$ cat config.mk
export PLATFORM = sky130hd
export DESIGN_NAME = mf_front
export DESIGN_NICKNAME = d
export VERILOG_FILES = /design/src/rtl/mf_pkg.sv /design/src/rtl/mf_front.sv
export SDC_FILE = /design/constraint.sdc
export NUM_CORES = 1
export LEC_CHECK = 0
export BUFFER_PORTS_ARGS = -buffer_cell sky130_fd_sc_hd__buf_2
export CORE_AREA = 2 2 152 154
export DETAILED_ROUTE_END_ITERATION = 8
export DIE_AREA = 0 0 154 156
export GPL_TIMING_DRIVEN = 1
export PLACE_DENSITY = 0.52
export SETUP_SLACK_MARGIN = 0.2
export SLEW_MARGIN = 10
export SYNTH_ARGS = -nofsm -noshare
export SYNTH_HDL_FRONTEND = slang
export SYNTH_SLANG_ARGS = --single-unit
$ cat constraint.sdc
create_clock -name clk -period 21.5 [get_ports clk]
set_clock_uncertainty 0.2 [all_clocks]
set_input_delay 2.15 -clock clk [delete_from_list [all_inputs] [get_ports clk]]
set_output_delay 2.15 -clock clk [all_outputs]
set_load 0.01 [all_outputs]
$ cat src/rtl/mf_pkg.sv
// ----------------------------------------------------------------------------
// mf_pkg: shared types, constants and helpers of the 3x3 median filter
// Holds the item structs of both channels, the classified item that the
// front part queues for the back part, and small sorting helpers.
// ----------------------------------------------------------------------------
`default_nettype none

package mf_pkg;

  // Default line store depth and queue depths
  localparam int MF_MAX_WIDTH = 2048;
  localparam int MF_FQ_DEPTH  = 4;
  localparam int MF_OQ_DEPTH  = 4;

  // Window edge length (fixed 3x3)
  localparam int WIN = 3;

  // Configuration register width and row counter width
  localparam int CFG_W     = 12;
  localparam int ROW_BITS  = 13;
  localparam logic [ROW_BITS-1:0] ROW_LIMIT = 13'd8191;

  // Register reset values
  localparam int WIDTH_RESET  = 640;
  localparam int HEIGHT_RESET = 480;

  // Configuration register indexes
  typedef enum logic [0:0] {
    REG_IMAGE_WIDTH  = 1'b0,
    REG_IMAGE_HEIGHT = 1'b1
  } mf_reg_e;

  // Input item
  typedef struct packed {
    logic [7:0] pixel_in;
    logic       frame_start;
    logic       flush;
  } mf_in_t;

  // Result item
  typedef struct packed {
    logic [7:0] pixel_out;
    logic       out_valid;
    logic       out_last;
  } mf_out_t;

  // Classified item handed from front to back (column index travels beside it)
  typedef struct packed {
    logic [7:0] pix;
    logic       flush;
    logic       valid;
    logic       last;
    logic       use_med;
  } mf_cls_t;

  // Sorted triple
  typedef struct packed {
    logic [7:0] lo;
    logic [7:0] md;
    logic [7:0] hi;
  } mf_tri_t;

  // Saturating row increment
  function automatic logic [ROW_BITS-1:0] row_inc(input logic [ROW_BITS-1:0] r);
    row_inc = (r == ROW_LIMIT) ? ROW_LIMIT : r + 1'b1;
  endfunction

  // Three compare-exchange steps
  function automatic mf_tri_t sort3(input logic [7:0] a, input logic [7:0] b,
                                    input logic [7:0] c);
    logic [7:0] x, y, z, t;
    x = a;
    y = b;
    z = c;
    if (x > y) begin
      t = x; x = y; y = t;
    end
    if (y > z) begin
      t = y; y = z; z = t;
    end
    if (x > y) begin
      t = x; x = y; y = t;
    end
    sort3 = '{lo: x, md: y, hi: z};
  endfunction

  function automatic logic [7:0] max3(input logic [7:0] a, input logic [7:0] b,
                                      input logic [7:0] c);
    logic [7:0] m;
    m = (a > b) ? a : b;
    max3 = (m > c) ? m : c;
  endfunction

  function automatic logic [7:0] min3(input logic [7:0] a, input logic [7:0] b,
                                      input logic [7:0] c);
    logic [7:0] m;
    m = (a < b) ? a : b;
    min3 = (m < c) ? m : c;
  endfunction

  function automatic logic [7:0] med3(input logic [7:0] a, input logic [7:0] b,
                                      input logic [7:0] c);
    mf_tri_t s;
    s = sort3(a, b, c);
    med3 = s.md;
  endfunction

endpackage

`default_nettype wire

$ cat src/rtl/mf_front.sv
// ----------------------------------------------------------------------------
// mf_front: configuration registers, raster counters and item classifier
// Tracks column and row of each accepted item and works out which frame
// position its result belongs to: valid, last, border or median.
// ----------------------------------------------------------------------------
`default_nettype none

module mf_front import mf_pkg::*; #(
  parameter int MAX_WIDTH = MF_MAX_WIDTH
) (
  input  logic                           clk,
  input  logic                           rst_n,
  input  logic                           cfg_we,
  input  logic [0:0]                     cfg_addr,
  input  logic [CFG_W-1:0]               cfg_wdata,
  input  logic                           in_push,
  input  mf_in_t                         in_data,
  input  logic                           fq_full,
  output logic                           fq_push,
  output mf_cls_t                        fq_cls,
  output logic [$clog2(MAX_WIDTH)-1:0]   fq_ci
);

  localparam int CW = $clog2(MAX_WIDTH);
  localparam int WW = ($clog2(MAX_WIDTH + 1) > CFG_W) ? $clog2(MAX_WIDTH + 1) : CFG_W;

  // Clamp a width value to 3..MAX_WIDTH
  function automatic logic [WW-1:0] clamp_w(input logic [CFG_W-1:0] v);
    logic [WW-1:0] e;
    e = WW'(v);
    if (e < WW'(3)) begin
      clamp_w = WW'(3);
    end else if (e > WW'(MAX_WIDTH)) begin
      clamp_w = WW'(MAX_WIDTH);
    end else begin
      clamp_w = e;
    end
  endfunction

  function automatic logic [CFG_W-1:0] clamp_h(input logic [CFG_W-1:0] v);
    clamp_h = (v < CFG_W'(3)) ? CFG_W'(3) : v;
  endfunction

  localparam logic [WW-1:0]    W_RST = clamp_w(CFG_W'(WIDTH_RESET));
  localparam logic [CFG_W-1:0] H_RST = clamp_h(CFG_W'(HEIGHT_RESET));

  logic [WW-1:0]       w_eff_r, wm1_r;
  logic [CFG_W-1:0]    h_eff_r, hm1_r;
  logic [CW-1:0]       col_r, col_nxt;
  logic [ROW_BITS-1:0] row_r, row_nxt;

  logic [CW-1:0]       c0, c;
  logic [ROW_BITS-1:0] r0, r, y;
  logic [WW-1:0]       c_ext, c_inc, x;
  logic                have, valid, last, border;

  // Hold effective (clamped) frame size and its last index
  always_ff @(posedge clk) begin
    if (!rst_n) begin
      w_eff_r <= W_RST;
      wm1_r   <= W_RST - 1'b1;
      h_eff_r <= H_RST;
      hm1_r   <= H_RST - 1'b1;
    end else if (cfg_we) begin
      unique case (mf_reg_e'(cfg_addr))
        REG_IMAGE_WIDTH: begin
          w_eff_r <= clamp_w(cfg_wdata);
          wm1_r   <= clamp_w(cfg_wdata) - 1'b1;
        end
        REG_IMAGE_HEIGHT: begin
          h_eff_r <= clamp_h(cfg_wdata);
          hm1_r   <= clamp_h(cfg_wdata) - 1'b1;
        end
      endcase
    end
  end

  // Locate the item and classify its result position
  always_comb begin
    c0 = in_data.frame_start ? '0 : col_r;
    r0 = in_data.frame_start ? '0 : row_r;
    if (WW'(c0) >= w_eff_r) begin
      c = '0;
      r = row_inc(r0);
    end else begin
      c = c0;
      r = r0;
    end
    c_ext = WW'(c);
    if (c != '0) begin
      have = (r != '0);
      y    = r - 1'b1;
      x    = c_ext - 1'b1;
    end else begin
      have = (r >= ROW_BITS'(2));
      y    = r - ROW_BITS'(2);
      x    = wm1_r;
    end
    valid  = have && (y < ROW_BITS'(h_eff_r));
    last   = valid && (y == ROW_BITS'(hm1_r)) && (x == wm1_r);
    border = (c == '0) || (y == '0) || (y == ROW_BITS'(hm1_r)) ||
             (x == '0) || (x == wm1_r);
    c_inc  = c_ext + 1'b1;
    if (c_inc >= w_eff_r) begin
      col_nxt = '0;
      row_nxt = row_inc(r);
    end else begin
      col_nxt = c_inc[CW-1:0];
      row_nxt = r;
    end
  end

  // Queue the classified item
  assign fq_push        = in_push && !fq_full;
  assign fq_ci          = c;
  assign fq_cls.pix     = in_data.pixel_in;
  assign fq_cls.flush   = in_data.flush;
  assign fq_cls.valid   = valid;
  assign fq_cls.last    = last;
  assign fq_cls.use_med = valid && !border;

  // Advance counters on each accepted item
  always_ff @(posedge clk) begin
    if (!rst_n) begin
      col_r <= '0;
      row_r <= '0;
    end else if (fq_push) begin
      col_r <= col_nxt;
      row_r <= row_nxt;
    end
  end

endmodule

`default_nettype wire

Word level (Yosys, flattened, before mapping)
Cells that the tools add are included.

Reductions and logical operators: 18. Mux-type cells: 17. Shifts and indexed selects: 0. Bitwise gates (word level): 1. $add $sub $neg: 8. Magnitude comparators: 6. Div/mod/pow operators: 0. Equality and inequality tests: 4. Multipliers: 0.

Operators with widths (number): 2-to-1 mux 12 bit (7); 2-to-1 mux 13 bit (6); 2-to-1 mux 11 bit (3); adder 13 x 1 -> 13 bit, second input constant (2); equality test 13 bit, second input constant (2); subtractor 12 x 1 -> 12 bit, second input constant (2); equality test 13 x 12 -> 1 bit (1); >= comparator 13 x 2 -> 1 bit, second input constant (1); logical NOT 13 bit (1); < comparator 13 x 12 -> 1 bit (1); nonzero test 13 bit (1); subtractor 13 x 1 -> 13 bit, second input constant (1); subtractor 13 x 2 -> 13 bit, second input constant (1); adder 11 x 1 -> 12 bit, second input constant (1); equality test 12 bit (1); >= comparator 11 x 12 -> 1 bit (1); >= comparator 12 bit (1); greater-than comparator 12 bit, second input constant (1); logical NOT 12 bit (1); < comparator 12 x 2 -> 1 bit, second input constant (1); subtractor 11 x 1 -> 12 bit, second input constant (1); logical NOT 11 bit (1); nonzero test 11 bit (1); logical AND 1 bit (5); other kinds (5) (10).

Output and inout port bits: 24. Memories: 0. Input port bits: 28. Memory bits (read-only): 0. Bits in registers: 72. Bits in writable memories: 0. Bits in latches: 0.

Depth between registers and ports, before layout
Word-level depth: 13. Depth in mapped cells: 31. Gate-level depth less buffers: 25.

Worst setup path before layout
No wires, ideal clock.

Kind: input-to-output. From: input port in_data[1] in the netlist's numbering. To: output port fq_cls[0] in the netlist's numbering. Stages on the path: 30. Slack: 10.847 ns. Data arrival time: 8.303 ns. Buffers on the path: 7. Cell sequence: buf_2 > clkbuf_1 > clkbuf_1 > nor2_1 > ha_1 > and4b_2 > nand3_4 > or3_1 > buf_6 > buf_6 > nand2_1 > clkbuf_1 > nor2_1 > nand2_1 > ha_1 > clkbuf_1 > o41ai_4 > a221oi_2 > nand4_1 > mux2i_1 > ha_1 > a21oi_1 > nor2b_1 > o21ai_0 > nand2b_1 > a2111oi_0 > a21oi_1 > a211oi_2 > o2111ai_1 > a311oi_1.

RTL lines: start: declaration (line mf_front.sv:17) `input mf_in_t in_data,`; end: declaration (line mf_front.sv:20) `output mf_cls_t fq_cls,`.

==> impl_metrics.json <==
{
  "insertedDiodeCount": 0,
  "place_inst": 1146,
  "outcome": "finished, final reports clean",
  "grt_first_pass_wirelength_um": 33300,
  "hold_viol": 0,
  "synth_cell_types": 86,
  "postRouteWirelength_um": 20600,
  "min_from": "w_eff_r[3]",
  "grt_overflow": 0,
  "netlist_area_um2": 6610,
  "grt_max_degree": 72,
  "core.rowCount": 55,
  "r2r-start": "col_r[0]",
  "critical-path-top-delay-family": "simple AND/OR/NAND/NOR gates",
  "irDropWorstVdd_mv": 0.0328,
  "leakagePower_nw": 2.82,
  "cp.required_ns": 19.15,
  "rsz0062_at_grt": "no",
  "ys_seq_area_share_pct": 21.8,
  "dieArea_um2": 24000,
  "multiInputGateArea_um2": 4680,
  "root_buffer": "clkbuf_16",
  "dp_hpwl_um": 15700,
  "critPathArrivalTime_ns": 9.98,
  "worstSetupStartpoint": "in_data[1]",
  "clk_pin_slew_ns": 0.06,
  "fillCellCount": 2383,
  "synth-main-ff-cell": "dfxtp_1",
  "drive_gt1_share_pct": 10.3,
  "cellPowerDensity_nw_per_um2": 52.6,
  "finalSetupViolations": 0,
  "area_delta_synth_final_pct": 8.26,
  "hp-class": "flip-flop to flip-flop",
  "cts-htree-levels": 3,
  "critPathKind": "input port to output pin",
  "worst_path_largest_cell_delay_ns": 0.64,
  "slowest_stage": "or3_1",
  "ys_ff_latch": 72,
  "boundaryPins": 52,
  "maxSlewViolCount": 0,
  "final_antenna_net_count": 0,
  "tns_ns": 0,
  "nets": 945,
  "synth_cells": 884,
  "hold_buffers": 0,
  "finalCritPeriodShare_pct": 57.4,
  "worst_skew_pair.late_latency_ns": 0.35,
  "crit_cells": 27,
  "syn-num-nets": 957,
  "cts_setup_buffers": 0,
  "yosys_warnings": 0,
  "wl_per_cell_um": 17.8,
  "drv_cap": 0,
  "mostFrequentLayoutCell": "nand2_1",
  "worstRegToRegCells": 24,
  "regArea_um2": 1440,
  "initial_utilization_pct": 29.5,
  "synth_top_area_cell": "dfxtp_1",
  "die_h_um": 156,
  "grt_pass1_vias": 5869,
  "fmax_ghz": 0.0811,
  "start_kind": "input port",
  "drcViolationCount": 0,
  "tightest_slew_ns": 1.14,
  "synth_async_sr_flop_share_pct": 0,
  "layout.cells.non_filler": 1162,
  "r2r_setup_slack_ns": 13.89,
  "cp_num_buf_inv": 3,
  "numClockSinks": 72,
  "tritoncts": "yes",
  "grt_use_total_pct": 17.5,
  "vias": 6262,
  "final_cell_mix": "nand2_1 (112), dfxtp_1 (72), nor2_1 (71), o21ai_0 (52), inv_1 (48)",
  "synth_area_leaders": "dfxtp_1 (22%), ha_1 (8.5%), nand2_1 (6.4%)",
  "antenna_found_initial": 0,
  "slew_headroom_pct": 24.0,
  "vias_per_cell": 5.39,
  "drt_iter0_markers": 409,
  "dr.pass1.iters": 4,
  "die-width_um": 154,
  "cts_buffers": 9,
  "power_mw": 0.377,
  "r2r_end": "row_r[6]",
  "yosysTopAreaCellShare_pct": 21.8,
  "crit_end": "fq_cls[0]",
  "gp_congestion": 0.925,
  "clk_path_buf_depth": 2,
  "finalWorstPathRequiredPeriod_ns": 12.33,
  "cp-end-kind": "output pin",
  "port_buffers": 33,
  "core_um2": 22400,
  "synth_edf_count": 0,
  "worstPathMaxFanout": 34,
  "avgSynthCellArea_um2": 7.47,
  "cts_resized": 0
}
-- worst min-delay path: cells and delay by family (launching register included) --
kind,cells,cell delay (ns)
flip-flops,1,0.31
AO/OA/AOI/OAI,1,0.06
AND/OR/NAND/NOR,1,0.05
-- report_power, final --
group	switching, mW	internal [mW]
Combinational	0.0517	0.0341
Sequential	0.00747	0.140
Clock	0.0644	0.0788
Total	0.124	0.253
-- metal layers --
metal / wire (um) / part of all wire (%) / track usage (%) / up-vias
li1: - / - / - / 3118
met1: 10300 / 50 / 25.0 / 2945
met2: 8790 / 43 / 26.3 / 171
met3: 1130 / 5.5 / 3.64 / 28
met4: 382 / 1.9 / 5.56 / 0
met5: 0 / 0 / 0 / -
-- worst min-delay path by stage --
| stage | slack [ns] | endpoint | depth (start not counted) |
|---|---|---|---|
| 4_1_cts | 0.27 | w_eff_r[4] | 2 |
| 6_report | 0.27 | w_eff_r[3] | 2 |
| 3_3_place_gp | 0.25 | h_eff_r[10] | 2 |
| 3_5_place_dp | 0.26 | w_eff_r[3] | 2 |
| 2_1_floorplan | 0.24 | w_eff_r[4] | 2 |
| 5_1_grt | 0.30 | w_eff_r[1] | 2 |
-- final cells by class --
type                    instances  share of cell area, %
inverters                      50                   2.62
flip-flops and latches         72                   20.2
clock inverters                 6                  0.612
clock buffers                  10                   3.20
well taps                     285                   4.99
repair buffers                 40                   3.04
multi-input cells             699                   65.4
-- through the flow --
stage | setup slack (ns) | hold WS [ns] | cell area, um^2 | util, %
after floorplan | 10.85 | 0.241 | 6610 | -
after global placement | 9.40 | 0.254 | 6880 | 30.8
after detailed placement | 9.20 | 0.259 | 6880 | 30.8
after CTS | 9.20 | 0.267 | 7150 | 32.0
after global routing | 8.48 | 0.297 | 7150 | 32.0
final | 9.17 | 0.265 | 7150 | 32.0
-- cells in the mapped netlist, drive strengths merged (3+ instances only) --
cell	instances
a2111oi	6
a211oi	10
a21boi	21
a21o	10
a21oi	46
a221oi	3
a22o	4
a22oi	8
a31oi	8
and2	9
and3	16
buf	18
clkbuf	45
dfxtp	72
ha	45
inv	48
mux2i	5
nand2	112
nand2b	10
nand3	40
nand4	9
nor2	71
nor2b	26
nor3	25
nor3b	5
nor4	9
nor4b	3
o2111ai	7
o211a	6
o211ai	14
o21a	7
o21ai	54
o221ai	3
o22ai	3
o311ai	6
o31ai	4
or2	5
or3	5
xnor2	41
xor2	12
-- sequential cells by signal, indices dropped and copies added, names as in the netlist --
name / cells
hm1_r: 12
row_r: 13
wm1_r: 12
w_eff_r: 12
h_eff_r: 12
col_r: 11
-- kinds of logic after synthesis --
group                    count (synthesis)  share of synthesized area (%)
AND/OR/NAND/NOR                        353                           26.9
XOR/XNOR                                55                           7.71
AO/OA/AOI/OAI                          239                           26.5
adder cells (fa/ha/maj)                 45                           8.52
buffers and inverters                  113                           7.40
flip-flops                              72                           21.8
multiplexers                             7                           1.16
Note: power is estimated with default switching activity, not from simulation.
