## src/rtl/mf_pkg.sv

```systemverilog
// ----------------------------------------------------------------------------
// mf_pkg: shared types, constants and helpers of the 3x3 median filter
// Holds the item structs of both channels, the classified item that the
// front part queues for the back part, and small sorting helpers.
// ----------------------------------------------------------------------------
`default_nettype none

package mf_pkg;

  // Default line store depth and queue depths
  localparam int MF_MAX_WIDTH = 2048;
  localparam int MF_FQ_DEPTH  = 4;
  localparam int MF_OQ_DEPTH  = 4;

  // Window edge length (fixed 3x3)
  localparam int WIN = 3;

  // Configuration register width and row counter width
  localparam int CFG_W     = 12;
  localparam int ROW_BITS  = 13;
  localparam logic [ROW_BITS-1:0] ROW_LIMIT = 13'd8191;

  // Register reset values
  localparam int WIDTH_RESET  = 640;
  localparam int HEIGHT_RESET = 480;

  // Configuration register indexes
  typedef enum logic [0:0] {
    REG_IMAGE_WIDTH  = 1'b0,
    REG_IMAGE_HEIGHT = 1'b1
  } mf_reg_e;

  // Input item
  typedef struct packed {
    logic [7:0] pixel_in;
    logic       frame_start;
    logic       flush;
  } mf_in_t;

  // Result item
  typedef struct packed {
    logic [7:0] pixel_out;
    logic       out_valid;
    logic       out_last;
  } mf_out_t;

  // Classified item handed from front to back (column index travels beside it)
  typedef struct packed {
    logic [7:0] pix;
    logic       flush;
    logic       valid;
    logic       last;
    logic       use_med;
  } mf_cls_t;

  // Sorted triple
  typedef struct packed {
    logic [7:0] lo;
    logic [7:0] md;
    logic [7:0] hi;
  } mf_tri_t;

  // Saturating row increment
  function automatic logic [ROW_BITS-1:0] row_inc(input logic [ROW_BITS-1:0] r);
    row_inc = (r == ROW_LIMIT) ? ROW_LIMIT : r + 1'b1;
  endfunction

  // Three compare-exchange steps
  function automatic mf_tri_t sort3(input logic [7:0] a, input logic [7:0] b,
                                    input logic [7:0] c);
    logic [7:0] x, y, z, t;
    x = a;
    y = b;
    z = c;
    if (x > y) begin
      t = x; x = y; y = t;
    end
    if (y > z) begin
      t = y; y = z; z = t;
    end
    if (x > y) begin
      t = x; x = y; y = t;
    end
    sort3 = '{lo: x, md: y, hi: z};
  endfunction

  function automatic logic [7:0] max3(input logic [7:0] a, input logic [7:0] b,
                                      input logic [7:0] c);
    logic [7:0] m;
    m = (a > b) ? a : b;
    max3 = (m > c) ? m : c;
  endfunction

  function automatic logic [7:0] min3(input logic [7:0] a, input logic [7:0] b,
                                      input logic [7:0] c);
    logic [7:0] m;
    m = (a < b) ? a : b;
    min3 = (m < c) ? m : c;
  endfunction

  function automatic logic [7:0] med3(input logic [7:0] a, input logic [7:0] b,
                                      input logic [7:0] c);
    mf_tri_t s;
    s = sort3(a, b, c);
    med3 = s.md;
  endfunction

endpackage

`default_nettype wire

```

## src/rtl/mf_fifo.sv

```systemverilog
// ----------------------------------------------------------------------------
// mf_fifo: small synchronous queue
// Register-based queue with push/full and pop/empty; head is shown on
// rd_data while empty is low. Push into a full queue and pop of an empty
// queue are ignored.
// ----------------------------------------------------------------------------
`default_nettype none

module mf_fifo import mf_pkg::*; #(
  parameter int DEPTH = MF_FQ_DEPTH,
  parameter int DW    = 8
) (
  input  logic          clk,
  input  logic          rst_n,
  input  logic          push,
  input  logic [DW-1:0] wr_data,
  output logic          full,
  input  logic          pop,
  output logic [DW-1:0] rd_data,
  output logic          empty
);

  localparam int AW = (DEPTH > 1) ? $clog2(DEPTH) : 1;

  logic [DW-1:0] mem [DEPTH];
  logic [AW-1:0] wr_ptr_r, wr_ptr_nxt;
  logic [AW-1:0] rd_ptr_r, rd_ptr_nxt;
  logic [AW:0]   cnt_r, cnt_nxt;
  logic          do_push, do_pop;

  // Handshake qualification
  assign full    = (cnt_r == (AW+1)'(DEPTH));
  assign empty   = (cnt_r == '0);
  assign do_push = push && !full;
  assign do_pop  = pop && !empty;
  assign rd_data = mem[rd_ptr_r];

  // Advance pointers and count
  always_comb begin
    wr_ptr_nxt = wr_ptr_r;
    rd_ptr_nxt = rd_ptr_r;
    cnt_nxt    = cnt_r;
    if (do_push) begin
      wr_ptr_nxt = (wr_ptr_r == AW'(DEPTH - 1)) ? '0 : wr_ptr_r + 1'b1;
    end
    if (do_pop) begin
      rd_ptr_nxt = (rd_ptr_r == AW'(DEPTH - 1)) ? '0 : rd_ptr_r + 1'b1;
    end
    if (do_push && !do_pop) begin
      cnt_nxt = cnt_r + 1'b1;
    end else if (do_pop && !do_push) begin
      cnt_nxt = cnt_r - 1'b1;
    end
  end

  always_ff @(posedge clk) begin
    if (!rst_n) begin
      wr_ptr_r <= '0;
      rd_ptr_r <= '0;
      cnt_r    <= '0;
    end else begin
      wr_ptr_r <= wr_ptr_nxt;
      rd_ptr_r <= rd_ptr_nxt;
      cnt_r    <= cnt_nxt;
    end
  end

  // Store pushed item
  always_ff @(posedge clk) begin
    if (do_push) begin
      mem[wr_ptr_r] <= wr_data;
    end
  end

  a_cnt_bound: assert property (@(posedge clk) disable iff (!rst_n)
    cnt_r <= (AW+1)'(DEPTH))
    else $error("queue count beyond depth");

  a_push_grows: assert property (@(posedge clk) disable iff (!rst_n)
    do_push && !do_pop |=> cnt_r == $past(cnt_r) + 1'b1)
    else $error("accepted push did not grow the queue");

  a_pop_frees: assert property (@(posedge clk) disable iff (!rst_n)
    do_pop && !do_push |=> !full)
    else $error("queue still full after a pop");

endmodule

`default_nettype wire

```

## config.mk

```make
export PLATFORM = sky130hd
export DESIGN_NAME = mf_fifo
export DESIGN_NICKNAME = d
export VERILOG_FILES = /design/src/rtl/mf_pkg.sv /design/src/rtl/mf_fifo.sv
export SDC_FILE = /design/constraint.sdc
export NUM_CORES = 1
export LEC_CHECK = 0
export BUFFER_PORTS_ARGS = -buffer_cell sky130_fd_sc_hd__buf_2
export CAP_MARGIN = 5
export CORE_MARGIN = 1.5
export CORE_UTILIZATION = 50
export CTS_BUF_LIST = sky130_fd_sc_hd__clkbuf_16
export CTS_CLUSTER_DIAMETER = 100
export DETAILED_ROUTE_END_ITERATION = 8
export MAX_ROUTING_LAYER = met4
export PLACE_DENSITY_LB_ADDON = 0.12
export SETUP_SLACK_MARGIN = 0.02
export SYNTH_ARGS = -nofsm -noshare
export SYNTH_HDL_FRONTEND = slang
export SYNTH_SLANG_ARGS = --single-unit
```

## constraint.sdc

```tcl
create_clock -name clk -period 2 [get_ports clk]
set_input_delay 0.2 -clock clk [delete_from_list [all_inputs] [get_ports clk]]
set_output_delay 0.2 -clock clk [all_outputs]
set_load 0.01 [all_outputs]
```

---- After elaboration in Yosys (flattened, before gate mapping) ----
Memories as Yosys holds them, arrays and structs flattened. A register that Yosys moved wholly into a read port is not among the register bits.
Cells that the tools add are included.
Widths: inputs -> output; s select.
word-level totals
  bits of input ports ..................... 12
  bits in writable memories ............... 32
  logic and storage cells ................. 29
  memories kept ........................... 1
  register bits ........................... 7
memories
  name  words  bits a word  rd ports  clocked after memory_dff  wr ports  RTL line       text
  mem   4      8            1         1                         1         mf_fifo.sv:25  logic [DW-1:0] mem [DEPTH];
cells by class
  reductions and logical operators ........ 10
  $add $sub $neg .......................... 4
  equality and inequality tests ........... 3
  multiplexer cells ....................... 8
operators by type and width
  kind                 number
  $mux 2               4
  $mux 3               2
  $add 2x1->2 const B  2
  $eq 2x2->1 const B   2
  $logic_and 1x1->1    4
  $logic_not 1->1      4
  $add 3x1->3 const B  1
  $eq 3x3->1 const B   1
  $logic_not 3->1      1
  $sub 3x1->3 const B  1
  $mux 1               2
  $reduce_bool 2->1    1

---- Depth between registers and ports, before layout ----
Gate-level depths: netlist of the first run.
  depth after elaboration ................. 7
  mapped depth ............................ 9

---- Least setup slack after synthesis of the first run ----
No wires, ideal clock.
  path kind ............................... flip-flop to flip-flop
  start ................................... register cnt_r[0]
  end ..................................... register cnt_r[2]
  clock period less this slack ............ 2.093 ns
  stages on the path, launching flop included .. 8
  data arrival time ....................... 2.017 ns
  library setup time ...................... 0.076 ns
  required time ........................... 1.924 ns
  path slack .............................. -0.093 ns
  buffers on the path ..................... 0
  cell sequence ........................... dfxtp_1 > o31ai_1 > ha_1 > inv_1 > fa_1 > xor2_1 > or3_1 > a21boi_0
between the ends
  word-level cells in the longest chain between the ends .. 6
  elaborated cells between the ends (all ways) .. 15
  those cells by class .................... 2 x add/sub; 1 x eq/ne; 2 x mux; 10 x reduce/logical
RTL lines
  element                                                              RTL line       text
  start: declaration                                                   mf_fifo.sv:28  logic [AW:0] cnt_r, cnt_nxt;
  start signal: assignment                                             mf_fifo.sv:64  cnt_r <= cnt_nxt;
  parallel branches: the longest is 6 deep, another holds $sub 3x1->3  n/a
Several ways; the timed one is not identified. The select of a mux whose other input is x is not followed.
A chain may end at the register's enable or synchronous reset.

---- Worst setup path in the final report of the first run ----
  start ................................... register cnt_r[2]
  end ..................................... register cnt_r[2]
Same word-level chain as after synthesis.

==> impl_metrics.csv, run 1 <==
group,metric,value,unit
setup_path,slowest_stage,"fa_2",
power_and_ir_drop,ir_drop,632.0,uV
floorplanning,fp-row-count,20,
clocking,h-tree-depth,2,
timing,fmaxAchievable,515.3,MHz
timing,slew_headroom,71.34,%
floorplanning,die_area,3612,um2
layout,utilization,65.45,%
setup_path,rr_endpoint,"cnt_r[2]",
min_path,hp-class,"in -> reg",
synthesis,ys_seq_area_share,69.99,%
floorplanning,initial_utilization,52.97,%
synthesis,async_reset_ff_share,0,%
synthesis,yosys.area_share.simple,6.600,%
floorplanning,io_pins,22,
setup_path,cp.required,2.21,ns
timing,post-route-period-util,97.04,%
drt,drc_errors,0,
timing,holdWs,0.1342,ns
place,io_buffers,21,
global_route,track_usage,16.71,%
synthesis,yosysWarningCount,0,
synthesis,synth_ff_type,"edfxtp_1",
drt,dr.pass1.iters,4,
drt,drt_iter0_drc,18,
drt,vias,863,
timing,period_needed,1.941,ns
synthesis,avgSynthCellArea,17.53,um2
setup_path,critPathArrivalTime,2.15,ns
layout,drive_gt1_share,38.71,%
clocking,cts_buffers,5,
clocking,clockBufferDepth,2,
setup_path,regToRegStartpoint,"cnt_r[2]",
timing,tightest_slew,0.4299,ns
clocking,cts_tree,"built",
layout,antennaDiodeCount,0,
power_and_ir_drop,power_density,1325,nW/um2
clocking,insertion_delay,0.28,ns
floorplanning,die_height,60.10,um
power_and_ir_drop,total_power,0.002670,W
drt,drt_wl_total,2.470,mm
drt,wl_per_cell,14.70,um
floorplanning,die_x,60.10,um
synthesis,ys_top_cells_by_area,"edfxtp_1, dfxtp_1, mux4_2",
place,dpl.hpwl,1.757,mm
synthesis,synth_nets,112,
setup_path,crit_start,"cnt_r[2]",
setup_path,path_class,"reg -> reg",
synthesis,synth_cell_types,23,
global_route,grt_max_degree,13,
job,drv_cap,0,
clocking,cts_hold_buf,0,
setup_path,ff2ff_path_depth,8,
synthesis,synth_fa_ha_area_share,5.833,%
synthesis,synth_xor_area_share,1.074,%
setup_path,cp_slowest_stage_delay,0.33,ns
timing,hold_viol,0,
clocking,clkSinkCount,41,
synthesis,yosys.area.top_type,"edfxtp_1",
clocking,clk_pin_slew,0.05,ns
synthesis,synth_top_area_share,58.94,%
synthesis,syn_inst,93,
outcome,status,"complete, no violations",
synthesis,synth_top_family_by_area,"multiplexers",
global_route,antenna_found_initial,0,
clocking,cts-root-buf,"clkbuf_16",
synthesis,synth_seq_cells,41,
power_and_ir_drop,p_leak,0.7470,nW
timing,clock_skew,0.003426,ns
setup_path,critical_path.endpoint,"cnt_r[2]",
synthesis,synth_mux_area_share,12.89,%
synthesis,synth_edf_count,32,
global_route,grt_pass1_wl,3.912,mm
floorplanning,core_area,3078,um2
setup_path,cp_cell_sequence,"buf_4 -> o31ai_4 -> ha_4 -> inv_1 -> fa_2 -> xor2_1 -> or3_1 -> a21boi_1",
place,gp_congestion,0.7574,
timing,rsz0062_at_grt,"yes",
layout,nets,142,
timing,setup_viol,0,
synthesis,synth_area,1630,um2
global_route,grt_pass1_vias,868,
timing,slew_violations,0,
drt,drt-vias-per-instance,5.137,
global_route,grt_overflow_total,0,
drt,postRouteAntennaNets,0,
synthesis,synth_compound_gate_area_share,1.842,%
setup_path,startpoint_type,"flop",
setup_path,cp-end-kind,"flop",
setup_path,regToRegSetupSlack,0.06,ns
synthesis,synth_most_common_cell,"edfxtp_1",
setup_path,cp_max_fo,4,
synthesis,synthTopCellsByCount,"edfxtp_1, dfxtp_1, mux4_2, ha_1, nand2_1",
layout,area_growth,23.56,%
placed cells by master, fill, tap and decap left out, drive strengths merged, types with 2 or more instances in the layout:
master / count
ha: 6
nor2: 2
nor2b: 2
dfxtp: 9
clkbuf: 5
o21ai: 3
nand3: 2
edfxtp: 32
nand2: 6
inv: 4
mux2i: 3
buf: 27
mux4: 8
and2: 5
worst min path at each step:
| stage | startpoint | endpoint | depth (start not counted) |
|---|---|---|---|
| 2_1_floorplan | wr_data[0] | mem[0][0] | 0 |
| 3_3_place_gp | wr_data[3] | mem[1][3] | 1 |
| 3_5_place_dp | wr_data[0] | mem[0][0] | 1 |
| 4_1_cts | wr_data[0] | mem[1][0] | 1 |
| 5_1_grt | wr_data[0] | mem[3][0] | 1 |
| 6_report | wr_data[0] | mem[1][0] | 1 |
critical path, delay by kind of cell, from the launching register on:
kind | cells | cell delay, ns
flip-flops | 1 | 0.31
adder cells (fa/ha/maj) | 2 | 0.51
buffers and inverters | 2 | 0.20
AO/OA/AOI/OAI | 2 | 0.40
AND/OR/NAND/NOR | 1 | 0.31
XOR/XNOR | 1 | 0.15
routing by layer:
metal | track usage (%) | vias up | share of wire [%]
li1 | - | 408 | -
met1 | 16.50 | 430 | 40
met4 | 7.619 | 0 | 1.2
met3 | 7.359 | 4 | 4.7
met5 | - | - | 0
met2 | 28.11 | 21 | 54
state kept, by name (all words and copies together), names as in the netlist, named ones only:
name / flops
rd_ptr_r: 2
cnt_r: 3
wr_ptr_r: 2
mem: 32
per-stage QoR:
step / instance area [um2] / TNS (ns) / instances / setup slack (ns)
after floorplan: 1662 / 0 / 93 / 0.04242
after global placement: 1839 / 0 / 159 / 0.06991
after detailed placement: 1839 / -0.05454 / 159 / -0.05454
after CTS: 2004 / 0 / 167 / 0.02092
after global routing: 2014 / -0.02636 / 168 / -0.02636
final: 2014 / 0 / 168 / 0.05920
cell families after synthesis:
logic type	after synthesis
AOI/OAI and AO/OA	5
muxes	11
adders and majority gates	7
xor gates and xnor gates	2
buffers and inverters	7
and+or+nand+nor	20
DFF	41
where the power goes:
part / total [W] / internal, W / switching [W]
sequential: 0.00113 / 0.00105 / 0.0000732
combinational: 0.000680 / 0.000360 / 0.000320
clock: 0.000864 / 0.000579 / 0.000285
repair_timing:
| action | 4_1_cts | 5_1_grt |
|---|---|---|
| setup buffers | 0 | 1 |
| setup endpoints to repair | 1 | 1 |
| pin swaps | 0 | 3 |
| hold endpoints to repair | 0 | 0 |
| gates resized for setup | 1 | 2 |
final cells by class:
type | instances | area [um2]
inverters | 3 | 11.26
repair buffers | 27 | 150.1
fillers | 231 | 1064
well taps | 44 | 55.05
flip-flops and latches | 41 | 1144
clock buffers | 5 | 125.1
multi-input cells | 45 | 491.7
clock inverters | 3 | 37.54
(Power assumes the default switching activity.)
==> run 2, diff against run 1 <==
--- a/config.mk
+++ b/config.mk
@@ -14,6 +14,7 @@
 export DETAILED_ROUTE_END_ITERATION = 8
 export MAX_ROUTING_LAYER = met4
 export PLACE_DENSITY_LB_ADDON = 0.12
+export RECOVER_POWER = 50
 export SETUP_SLACK_MARGIN = 0.02
 export SYNTH_ARGS = -nofsm -noshare
 export SYNTH_HDL_FRONTEND = slang
==> run 2 against run 1 <==
  * Die area stayed put
  * Sequential cell count unchanged
  * Count of clock-buffer cells in the layout is the same
  * Non-clock buffer count did not move
  * Worst hold slack better by 0.041 ns
  * Critical path depth did not move
  * Sequential share of layout area increased by 0.35 points
  * Global-route usage stayed put
  * Total power shrank 0.29%
  * First-iteration DRC count up 5.6%
  * Utilization down 0.41 points
  * Clock power barely moved
==> impl_metrics.csv, run 2 (synthesized netlist as in run 1, its figures left out) <==
group,metric,value,unit
min_path,hold-path-cell-count,1,
clocking,clockBufferDepth,2,
global_route,antenna_found_initial,0,
layout,largest_register_ffs,32,
setup_path,ff2ff_path_depth,8,
power_and_ir_drop,p_switching,0.0006777,W
global_route,track_usage,16.71,%
floorplanning,core_area,3078,um2
timing,fmaxAchievable,515.8,MHz
power_and_ir_drop,switching_share,25.45,%
drt,vias,865,
clocking,cts_buffers,5,
setup_path,cp-end-kind,"flop",
layout,reg_top3,"mem (32), cnt_r (3)",
layout,final_cells,168,
power_and_ir_drop,p_comb_share,25.2,%
floorplanning,initial_utilization,52.97,%
min_path,hp-class,"in -> reg",
layout,utilization,65.04,%
clocking,insertion_delay,0.28,ns
place,gp_congestion,0.7574,
global_route,grt_pass1_vias,868,
clocking,h-tree-depth,2,
timing,tightest_slew,0.4295,ns
drt,drc_errors,0,
timing,postLayoutSetupSlackWorst,0.06116,ns
power_and_ir_drop,intPower,0.001985,W
drt,dr.pass1.iters,4,
power_and_ir_drop,ir_drop,617.1,uV
clocking,clkSinkCount,41,
job,drv_cap,0,
layout,nets,142,
layout,antennaDiodeCount,0,
setup_path,cp_max_fo,4,
timing,hold_viol,0,
setup_path,path_buf_inv,2,
floorplanning,fp-row-count,20,
power_and_ir_drop,p_leak,0.7183,nW
power_and_ir_drop,seq_power_share,42.3,%
clocking,clk_pin_slew,0.05,ns
drt,drt_wl_total,2.469,mm
layout,fin_area,2002,um2
timing,slew_violations,0,
power_and_ir_drop,p_clk_share,32.4,%
place,dp_slack,-0.05454,ns
setup_path,slowest_stage,"fa_2",
floorplanning,die_x,60.10,um
place,placed_area,1839,um2
timing,rsz0062_at_grt,"yes",
drt,drt_iter0_drc,19,
timing,post-route-period-util,96.94,%
place,dpl.hpwl,1.757,mm
layout,area_growth,22.79,%
global_route,grt_overflow_total,0,
timing,period_needed,1.939,ns
layout,final_cell_mix,"edfxtp_1, buf_2, clkbuf_1",
drt,wl_per_cell,14.70,um
global_route,grt_max_degree,13,
setup_path,startpoint_type,"flop",
drt,drt-vias-per-instance,5.149,
setup_path,cp_slowest_stage_delay,0.33,ns
global_route,grt_pass1_wl,3.912,mm
clocking,cts_tree,"built",
layout,drive_gt1_share,30.65,%
place,dp.cells,159,
setup_path,critPathArrivalTime,2.15,ns
floorplanning,io_pins,22,
layout,regMostFlops,"mem",
clocking,cts-root-buf,"clkbuf_16",
setup_path,cp.required,2.21,ns
power_and_ir_drop,power_density,1330,nW/um2
floorplanning,die_height,60.10,um
outcome,status,"complete, no violations",
clocking,cts_hold_buf,0,
setup_path,path_depth,8,
place,io_buffers,21,
setup_path,path_class,"reg -> reg",
timing,slew_headroom,71.36,%
timing,clock_skew,0.003382,ns
timing,setup_viol,0,
setup_path,crit_family,"adder cells",
floorplanning,die_area,3612,um2
drt,postRouteAntennaNets,0,
setup_path,cp_cell_sequence,"buf_4 -> o31ai_4 -> ha_4 -> inv_1 -> fa_2 -> xor2_1 -> or3_1 -> a21boi_1",
layout,final_common_cell,"edfxtp_1",
run 2: cell count changes in the layout (fill, tap and decap cells not counted), sizes merged:
cell    previous run  this run
clkbuf             5        15
buf               27        17
run 2: worst paths after layout:
kind | slack [ns] | from | to
max | 0.06 | cnt_r[2] | cnt_r[2]
min | 0.17 | wr_data[0] | mem[1][0]
max reg2reg | 0.06 | cnt_r[2] | cnt_r[2]
min reg2reg | 0.50 | wr_ptr_r[1] | wr_ptr_r[1]
run 2: area by class of cell:
| type | count | area, um2 |
|---|---|---|
| multi-input combinational | 45 | 491.7 |
| sequential | 41 | 1144 |
| timing repair buffer | 27 | 137.6 |
| clock inverter | 3 | 37.54 |
| clock buffer | 5 | 125.1 |
| inverter | 3 | 11.26 |
| fill | 240 | 1076 |
| tap | 44 | 55.05 |
run 2: per-layer routing:
layer  vias to the layer above  wire, um  GRT usage, %
li1                        408         -             -
met2                        23      1353         28.11
met4                         0        29         7.619
met5                         -         0             -
met1                       430       967         16.50
met3                         4       120         7.359
run 2: worst register-to-register path, stage by stage (launching register included):
cell	delay, ns
dfxtp_1	0.31
buf_4	0.15
o31ai_4	0.28
ha_4	0.18
inv_1	0.05
fa_2	0.33
xor2_1	0.15
or3_1	0.31
a21boi_1	0.12
run 2: power groups by stage:
stage / Clock, W / Combinational, W / Sequential (W)
global placement: 0 / 0.000658 / 0.00114
floorplan: 0 / 0.000458 / 0.00113
detailed placement: 0 / 0.000674 / 0.00115
CTS: 0.000889 / 0.000679 / 0.00113
global route: 0.000911 / 0.000756 / 0.00114
finish: 0.000864 / 0.000671 / 0.00113
run 2: what timing repair did:
action / 4_1_cts / 5_1_grt
gates resized for setup: 1 / 2
endpoints found under the hold margin: 0 / 0
pin swaps: 0 / 3
setup buffers: 0 / 1
endpoints found under the setup margin: 1 / 1
run 2: metrics by stage:
step | TNS [ns] | total power, W | hold slack (ns)
after floorplan | 0 | 0.001589 | 0.2989
after global placement | 0 | 0.001797 | 0.4135
after detailed placement | -0.05454 | 0.001820 | 0.4184
after CTS | 0 | 0.002696 | 0.1268
final | 0 | 0.002662 | 0.1749
after global routing | -0.02636 | 0.002807 | 0.1847
